`config.mk`:
```
export PLATFORM = sky130hd
export DESIGN_NAME = bswp_ctrl
export DESIGN_NICKNAME = d
export VERILOG_FILES = /design/src/rtl/bswp_pkg.sv /design/src/rtl/bswp_ctrl.sv
export VERILOG_INCLUDE_DIRS = /design/src /design/src/rtl
export SDC_FILE = /design/constraint.sdc
export NUM_CORES = 1
export LEC_CHECK = 0
export ABC_CLOCK_PERIOD_IN_PS = 10600
export BUFFER_PORTS_ARGS = -buffer_cell sky130_fd_sc_hd__buf_2
export CAP_MARGIN = 20
export CELL_PAD_IN_SITES_DETAIL_PLACEMENT = 0
export CELL_PAD_IN_SITES_GLOBAL_PLACEMENT = 1
export CORE_MARGIN = 4
export CORE_UTILIZATION = 42
export DETAILED_ROUTE_END_ITERATION = 10
export PLACE_DENSITY_LB_ADDON = 0.05
export SETUP_SLACK_MARGIN = 0.2
export SYNTH_ARGS = -nofsm -noshare
export SYNTH_HDL_FRONTEND = slang
export SYNTH_SLANG_ARGS = --single-unit
```
`constraint.sdc`:
```
create_clock -name i_clk -period 10.6 [get_ports i_clk]
set_input_delay 2.12 -clock i_clk [delete_from_list [all_inputs] [get_ports i_clk]]
set_output_delay 2.12 -clock i_clk [all_outputs]
set_load 0.01 [all_outputs]
```
`src/rtl/binary_search_with_probe_count_unit_assert.svh`:
```
// Assertion macros for the binary search unit
`ifndef BINARY_SEARCH_WITH_PROBE_COUNT_UNIT_ASSERT_SVH
`define BINARY_SEARCH_WITH_PROBE_COUNT_UNIT_ASSERT_SVH

// Same-cycle implication, disabled during reset
`define BSWP_ASSERT_NOW(lbl, clk, rst_n, ante, cons) \
    lbl: assert property (@(posedge clk) disable iff (!rst_n) (ante) |-> (cons)) \
        else $error("binary search unit: same-cycle check failed");

// Next-cycle implication, disabled during reset
`define BSWP_ASSERT_NEXT(lbl, clk, rst_n, ante, cons) \
    lbl: assert property (@(posedge clk) disable iff (!rst_n) (ante) |=> (cons)) \
        else $error("binary search unit: next-cycle check failed");

`endif

```
`src/rtl/bswp_pkg.sv`:
```
// Shared types and constants for the binary search unit
`default_nettype none

package bswp_pkg;

    localparam int TABLE_DEPTH_DEF = 1024;
    localparam int KEY_W           = 32;
    localparam int IDX_W           = 10;
    localparam int PROBE_W         = 4;
    localparam int SIZE_W          = 11;

    localparam logic               REQ_WRITE  = 1'b0;
    localparam logic               REQ_SEARCH = 1'b1;
    localparam logic [PROBE_W-1:0] PROBE_MAX  = 4'd15;

    typedef enum logic [1:0] {
        ST_IDLE,
        ST_PROBE,
        ST_RESULT
    } t_state;

    typedef struct packed {
        logic               found;
        logic [IDX_W-1:0]   match_index;
        logic [PROBE_W-1:0] probe_count;
    } t_result;

endpackage

`default_nettype wire

```
`src/rtl/bswp_ctrl.sv`:
```
// Search sequencer: accepts items, drives table accesses, steps the probes
`default_nettype none
`include "binary_search_with_probe_count_unit_assert.svh"

module bswp_ctrl
    import bswp_pkg::*;
#(
    parameter int DEPTH = TABLE_DEPTH_DEF,
    parameter int AW    = $clog2(TABLE_DEPTH_DEF),
    parameter int SW    = $clog2(TABLE_DEPTH_DEF + 1)
) (
    input  wire logic             i_clk,
    input  wire logic             i_rst_n,
    input  wire logic             i_valid,
    output logic                  o_ready,
    input  wire logic             i_req_type,
    input  wire logic [IDX_W-1:0] i_entry_index,
    input  wire logic [KEY_W-1:0] i_key,
    input  wire logic [SW-1:0]    i_size,
    output logic                  o_mem_we,
    output logic      [AW-1:0]    o_mem_waddr,
    output logic      [KEY_W-1:0] o_mem_wdata,
    output logic                  o_mem_re,
    output logic      [AW-1:0]    o_mem_raddr,
    input  wire logic [KEY_W-1:0] i_mem_rdata,
    output logic                  o_res_valid,
    output t_result               o_res,
    input  wire logic             i_res_ready
);

    t_state               r_state, n_state;
    logic [SW-1:0]        r_low, r_hi;
    logic [AW-1:0]        r_mid;
    logic [KEY_W-1:0]     r_key;
    logic [PROBE_W-1:0]   r_probes;
    logic                 r_found;
    logic [IDX_W-1:0]     r_match;

    logic                 w_accept;
    logic                 w_hit;
    logic                 w_gt;
    logic                 w_more;
    logic [SW-1:0]        w_low_nx, w_hi_nx;
    logic [SW-1:0]        w_lo_sel, w_hi_sel;
    logic [SW:0]          w_sum;

    assign w_accept = (r_state == ST_IDLE) && i_valid;

    // Compare the entry read for the current midpoint and narrow the range
    always_comb begin
        w_hit    = ($signed(i_mem_rdata) == $signed(r_key));
        w_gt     = ($signed(i_mem_rdata) >  $signed(r_key));
        w_low_nx = w_gt ? r_low : (SW'(r_mid) + SW'(1));
        w_hi_nx  = w_gt ? SW'(r_mid) : r_hi;
        w_more   = (w_low_nx < w_hi_nx);
        w_lo_sel = (r_state == ST_IDLE) ? '0 : w_low_nx;
        w_hi_sel = (r_state == ST_IDLE) ? i_size : w_hi_nx;
        // floor((low + high) / 2) with high = hi - 1
        w_sum    = {1'b0, w_lo_sel} + {1'b0, w_hi_sel} - (SW+1)'(1);
    end

    always_comb begin
        n_state = r_state;
        case (r_state)
            ST_IDLE: begin
                if (w_accept && (i_req_type == REQ_SEARCH)) begin
                    n_state = (i_size == '0) ? ST_RESULT : ST_PROBE;
                end
            end
            ST_PROBE: begin
                if (w_hit || !w_more) begin
                    n_state = ST_RESULT;
                end
            end
            ST_RESULT: begin
                if (i_res_ready) begin
                    n_state = ST_IDLE;
                end
            end
            default: n_state = ST_IDLE;
        endcase
    end

    always_comb begin
        o_ready     = (r_state == ST_IDLE);
        o_mem_we    = w_accept && (i_req_type == REQ_WRITE)
                      && (32'(i_entry_index) < 32'(DEPTH));
        o_mem_waddr = AW'(i_entry_index);
        o_mem_wdata = i_key;
        o_mem_re    = (w_accept && (i_req_type == REQ_SEARCH))
                      || ((r_state == ST_PROBE) && !w_hit && w_more);
        o_mem_raddr = AW'(w_sum >> 1);
        o_res_valid = (r_state == ST_RESULT);
        o_res       = '{found: r_found, match_index: r_match, probe_count: r_probes};
    end

    always_ff @(posedge i_clk) begin
        if (!i_rst_n) begin
            r_state <= ST_IDLE;
        end else begin
            r_state <= n_state;
        end
    end

    always_ff @(posedge i_clk) begin
        if (w_accept && (i_req_type == REQ_SEARCH)) begin
            r_low    <= '0;
            r_hi     <= i_size;
            r_mid    <= o_mem_raddr;
            r_key    <= i_key;
            r_probes <= '0;
            r_found  <= 1'b0;
            r_match  <= '0;
        end else if (r_state == ST_PROBE) begin
            // saturate the probe count
            if (r_probes != PROBE_MAX) begin
                r_probes <= r_probes + PROBE_W'(1);
            end
            if (w_hit) begin
                r_found <= 1'b1;
                r_match <= IDX_W'(r_mid);
            end else begin
                r_low <= w_low_nx;
                r_hi  <= w_hi_nx;
                r_mid <= o_mem_raddr;
            end
        end
    end

    `BSWP_ASSERT_NOW(a_probe_range, i_clk, i_rst_n,
        r_state == ST_PROBE, (r_low < r_hi) && (SW'(r_mid) < r_hi) && (SW'(r_mid) >= r_low))
    `BSWP_ASSERT_NOW(a_found_probed, i_clk, i_rst_n,
        (r_state == ST_RESULT) && r_found, r_probes != '0)
    `BSWP_ASSERT_NOW(a_write_idle, i_clk, i_rst_n,
        o_mem_we, (r_state == ST_IDLE) && !o_mem_re)
    `BSWP_ASSERT_NEXT(a_result_done, i_clk, i_rst_n,
        (r_state == ST_RESULT) && i_res_ready, r_state == ST_IDLE)

endmodule

`default_nettype wire
```
# == After elaboration in Yosys (flattened, before gate mapping) ==
# Index checks and enable logic that the tools add are counted.
# totals
romBits,0
memories,0
out_inout_bits,71
elab_cells,56
register_bits,81
latch_bits,0
ram_bits,0
in_bits,90
# op_classes
n_eq_ne,8
n_div,0
n_lt_le_gt_ge,2
multipliers,0
mux,15
shifts,0
n_reduce_logical,17
bitwise_logic,2
add_sub_neg,4
# ops
operator,n
$mux W11,7
$eq A32 B32 Y1,1
$gt A32 B32 Y1,1
$mux W10,3
$add A10 B1 Y11 const B,1
$add A11 B11 Y11,1
$logic_not A11 Y1,1
$lt A11 B11 Y1,1
$sub A11 B1 Y11 const B,1
$mux W2,4
$reduce_and A2 Y1,4
$ne A2 B1 Y1 const B,3
$pmux W2 S3,1
$logic_and A1 B1 Y1,5
$add A4 B1 Y4 const B,1
$ne A4 B4 Y1 const B,1
$reduce_and A3 Y1,1
$eq A2 B1 Y1 const B,1
$eq A2 B2 Y1 const B,1
$logic_not A1 Y1,2
$logic_not A2 Y1,1
$logic_or A1 B1 Y1,2
$ne A2 B2 Y1 const B,1
$not A1 Y1,2
$reduce_bool A2 Y1,1

# == Longest topological paths before layout ==
# depth
word_depth,8
depth_mapped,27
depth_no_buf,24

# == Worst setup path after synthesis ==
# OpenSTA, ideal clock, no wires.
# synth_path
path_type,in2out
start,in i_mem_rdata[31]
end,out o_mem_raddr[9]
setup_slack_ns,1.893
arrival_time_ns,6.587
required_time_ns,8.480
stages,25
n_path_buf,2
path_cell_list,ha_1 nand4_1 or2_1 or4_1 nand3b_4 and3_1 buf_6 nor2_4 buf_4 mux2i_1 nand2_1 o21ai_0 ha_1 inv_1 ha_1 a21o_1 a21oi_1 o21bai_1 a21oi_1 o21bai_1 a21oi_1 o21bai_1 a21oi_1 xor2_1 xnor2_1
# synth_via
elab_chain_len,5
word_cells_on_any_way,7
classes_between,add/sub (2); order compare (1); mux (4)
# synth_rtl
element,line,source
start: declaration,bswp_ctrl.sv:25,"input wire logic [KEY_W-1:0] i_mem_rdata,"
$gt A32 B32 Y1 *,bswp_ctrl.sv:52,w_gt = ($signed(i_mem_rdata) > $signed(r_key));
$mux W11 (on tied branches),"bswp_ctrl.sv:53, bswp_ctrl.sv:54",
$mux W11 (on tied branches),"bswp_ctrl.sv:56, bswp_ctrl.sv:57",
$add A11 B11 Y11 *,bswp_ctrl.sv:59,"w_sum = {1'b0, w_lo_sel} + {1'b0, w_hi_sel} - (SW+1)'(1);"
$sub A11 B1 Y11 *,bswp_ctrl.sv:59,
end: declaration,bswp_ctrl.sv:24,"output logic [AW-1:0] o_mem_raddr,"
# Every way passes the cells marked *; elsewhere a longest branch is shown, timed or not.

# == Final worst setup path ==
# layout_path
start,in i_mem_rdata[31]
end,out o_mem_raddr[9]
# layout_via
elab_chain_len,5
word_cells_on_any_way,7
classes_between,add/sub (2); order compare (1); mux (4)
# layout_rtl
element,line,source
$gt A32 B32 Y1,bswp_ctrl.sv:52,
$mux W11,bswp_ctrl.sv:53,w_low_nx = w_gt ? r_low : (SW'(r_mid) + SW'(1));
via w_low_nx[2],bswp_ctrl.sv:43,"logic [SW-1:0] w_low_nx, w_hi_nx;"
$mux W11,bswp_ctrl.sv:56,w_lo_sel = (r_state == ST_IDLE) ? '0 : w_low_nx;
$add A11 B11 Y11,bswp_ctrl.sv:59,
$sub A11 B1 Y11,bswp_ctrl.sv:59,
# The timed path passes the listed nets, and every way through them passes these cells.

==> flow_results.org <==
** Synthesis
- Fraction of synthesized area in multiplexers :: under 10%
- Count of state elements after synthesis :: 81
- The synthesized netlist devotes between 10% and 20% of its cell area to simple gates.
- Cell type with the largest total area after synthesis :: sky130_fd_sc_hd__edfxtp_1
- Yosys mapped the design onto about 50 distinct sky130hd cell types.
- Most numerous cell in the Yosys netlist :: sky130_fd_sc_hd__inv_1
- Proportion of synthesized chip area in sequential cells :: 40.38%
- Combined area of all synthesized cells :: ~5300 µm²
- Yosys printed 0 warnings.
- By area, the combinational part of the netlist is dominated by adder cells.
- Synth Area in Adders :: between 10 and 15%
- Area share of the largest cell type after synthesis :: between 20% and 30%
- The synthesized netlist devotes between 10 and 15% of its cell area to compound gates.
- The commonest cells after synthesis are 68 x sky130_fd_sc_hd__inv_1, 60 x sky130_fd_sc_hd__ha_1, 53 x sky130_fd_sc_hd__edfxtp_1, 44 x sky130_fd_sc_hd__buf_4, 44 x sky130_fd_sc_hd__nand2_1.
- The synthesized design contains 53 enable-type register cells.
- Xor/xnor share of the synthesized area :: between 3 and 4%
- Fraction of synthesis flops using an asynchronous set or reset pin :: 0%
- In the synthesized netlist, the number of instances is around 570.
- For this run, the leading register cell type out of synthesis is sky130_fd_sc_hd__edfxtp_1.
- Counting every net in the synthesized netlist gives roughly 700.
- By area the synthesized netlist is led by sky130_fd_sc_hd__edfxtp_1 30%, sky130_fd_sc_hd__ha_1 14%, sky130_fd_sc_hd__dfxtp_1 11%.
- The average instance in the mapped netlist occupies approximately 9.4 µm².

** Layout
- Proportion of layout cells with a drive suffix above 1 :: between 20% and 30%
- The final layout contains 812 nets.
- Area added between synthesis and finish :: 15.21%
- Post-route cell area :: approximately 6000 µm²
- Cells fill between 50% and 60% of the core in the end.
- 0 antenna diodes ended up in the layout.

** Global routing
- GRT overflow :: 0
- met2 is the most crowded layer.
- For this run, the total global-route usage over all layers was measured as 17.28%.
- First-pass GRT wire length :: approximately 20 mm
- The number of antenna violations at the first check in global routing is 0.
- The via count of the first global-routing pass is 4089.
- GR Util met1 :: roughly 22%
- GR Util met3 :: under 10%
- Entering global routing, the biggest net connects 50 pins.
- Global routing consumed, on the met2 layer, 28.57% of the routing resources.

** Critical path
- Cell-by-cell trace of the critical path :: buf_2, ha_1, nand4_1, or2_1, or4_1, nand3b_4, nand4b_1, nand2_1, o21ai_0, nand2_1, ha_1, inv_1, ha_1, a21o_1, a21oi_1, o21bai_1, a21oi_1, o21bai_1, a21oi_1, o21bai_1, a21oi_1, xor2_1, xnor2_1, buf_2
- Arrival @ worst endpoint :: 7280 ps
- The worst register-to-register path has a depth of 23.
- Buffers & Inverters on Critical Path :: 3
- Logic depth of the worst setup path including buffers :: 24
- The worst register-to-register path begins at r_key[31]$_DFFE_PP_.
- The worst setup path is launched from an input port.
- Required @ worst endpoint :: between 8000 and 9000 ps
- Slowest-stage cell, CP :: sky130_fd_sc_hd__or4_1
- For this run, the slowest stage of the critical path takes ~560 ps.
- Setup crit start :: i_mem_rdata[31]
- In this run the worst path has a maximum fanout of 16.
- The setup path with the least slack is of type input port to output pin.
- Cell mode on critical path :: sky130_fd_sc_hd__a21oi_1
- Nature of the critical path endpoint :: output pin
- Worst setup slack for register-to-register paths :: a little over 5000 ps
- Top delay family on crit path :: compound AO/OA/AOI/OAI gates

** Power and ir drop
- Power per cell area :: 297.5 nW/µm²
- Total power :: approximately 1.8 mW
- Peak supply drop :: 324.3 µV
- Leak Pwr :: around 3 nW

** Floorplan
- The die covers about 15000 µm².
- The total area inside the core boundary comes to approximately 12000 µm².
- Site Rows :: 40
- Once the floorplan was initialized, standard cells occupied 43.65% of the core.
- Width of the die :: roughly 120 µm
- Boundary pin count :: approximately 160
- In this run the vertical extent of the chip is approximately 120 µm.

** Routing
- The detailed router finished its first iteration with approximately 210 violations.
- Routed wire length :: 12.32 mm
- Via-per-instance ratio :: between 4 and 5
- Vias post-DR :: about 4200
- Once detail routing completed, the nets flagged for antenna violations numbered 0.
- First-pass iteration count of the detailed router :: 4
- For this run, design rule violations remaining after detail routing come to 0.
- Post-DR wirelength/cell :: roughly 15 µm

** Clocking
- TritonCTS built the clock tree.
- CTS-repair resized insts :: 0
- The cell sitting at the root of the clock tree is a sky130_fd_sc_hd__clkbuf_16.
- Clock Path Buffers :: 2
- Latest clock arrival within the worst-skew pair :: roughly 340 ps
- Clock-pin slew was measured on the worst setup and hold paths at about 60 ps.
- CTS Hold Buffers Added :: 0
- After clock tree synthesis, the setup repair step added 0 buffers.
- Count of H-tree levels built during CTS :: 3
- TritonCTS created 9 clock buffers.
- CTS saw 81 sinks.

** Placed design
- Routability-driven placement congestion ratio :: between 0.7 and 0.8
- Area after DPL :: roughly 6000 µm²
- Summed over all nets, the half-perimeter wirelength after detailed placement is 9.639 mm.
- In this run the tool buffered the top-level ports with 140 buffer cells.

** Timing
- Final Setup Violations :: 0
- Post-route worst hold slack :: between 400 and 500 ps
- Worst slew pin tran :: slightly above 1000 ps
- Final period util :: 88.70%
- Worst Clk Skew :: a little over 9 ps
- FMAX :: about 110 MHz
- Count of pins over their slew limit :: 0
- Unrepaired setup endpoints after global routing :: no
- Headroom to the max-slew limit came out at between 30% and 40%.
- Endpoints failing hold :: 0
- In the final timing run, aggregate negative setup slack is 0 ps.
- The worst path needs 9403 ps of the cycle, external delays included.

** Min path
- The worst hold path passes through 2 cells.
- The path class of the tightest hold or removal check is flip-flop to flip-flop.
- Hold path start :: r_found$_SDFFE_PP0P_

** Job
- Max-capacitance violation count :: 0

** Status
- Status :: finished clean
worst min-delay path, delay by kind of cell, from the launching register on:
family | cells | cell delay (ps)
DFF | 1 | 310
AOI/OAI and AO/OA | 1 | 50
buffers and inverters | 1 | 50
metrics by stage:
step / std cells / setup WS, ps
floorplan: 568 / 1893
global placement: 818 / 1277
detailed placement: 818 / 1156
CTS: 834 / 1135
global route: 834 / 834.4
finish: 834 / 1197
layer usage:
metal	part of all wire, %	vias to the layer above
met1	45	1893
met2	46	124
met5	0	-
met3	6.1	27
li1	-	2124
met4	2.3	0
flip-flops by register name, summed over array words and instances, names as in the netlist:
signal / flops
r_probes: 4
r_key: 32
r_found: 1
r_hi: 11
r_match: 10
r_low: 11
r_state: 2
r_mid: 10
placed cells by master (no fill, tap or decap), types with 4 or more instances in the layout:
cell	count
sky130_fd_sc_hd__nand4_1	7
sky130_fd_sc_hd__or4_1	4
sky130_fd_sc_hd__xnor2_1	13
sky130_fd_sc_hd__nand2_1	44
sky130_fd_sc_hd__nor3_1	5
sky130_fd_sc_hd__clkbuf_16	9
sky130_fd_sc_hd__ha_1	60
sky130_fd_sc_hd__nor2b_1	6
sky130_fd_sc_hd__a21oi_1	38
sky130_fd_sc_hd__and3_1	6
sky130_fd_sc_hd__edfxtp_1	53
sky130_fd_sc_hd__buf_2	140
sky130_fd_sc_hd__inv_1	67
sky130_fd_sc_hd__nor4_1	4
sky130_fd_sc_hd__mux2i_1	19
sky130_fd_sc_hd__nor2_1	35
sky130_fd_sc_hd__a21o_1	6
sky130_fd_sc_hd__dfxtp_1	28
sky130_fd_sc_hd__nand3_1	23
sky130_fd_sc_hd__o21ai_0	36
sky130_fd_sc_hd__o21bai_1	6
sky130_fd_sc_hd__a211oi_1	4
sky130_fd_sc_hd__xor2_1	7
worst paths after layout:
check / endpoint
setup reg to reg: r_mid[9]$_DFFE_PP_
hold / removal: r_found$_SDFFE_PP0P_
setup / recovery: o_mem_raddr[9]
hold reg to reg: r_found$_SDFFE_PP0P_
cell families (layout without fill, tap and decap cells):
logic type	Yosys count	after routing
simple gates	148	148
buf+inv	130	228
compound gates	106	106
flops	81	81
fa+ha+maj	61	61
mux	22	22
xor+xnor	20	20
area by class of cell:
class	instances	area [µm²]
timing repair buffer	143	723.2
inverter	69	259.0
tap	168	210.2
fill	1183	6071
multi-input combinational	357	2516
sequential	81	2152
clock inverter	5	47.55
clock buffer	11	232.7
report_power, final:
part           switching, mW  internal, mW  leakage [nW]
clock                  0.122         0.180         0.138
sequential            0.0649         0.470         0.724
combinational          0.581         0.409          2.13
(Power assumes the default switching activity.)
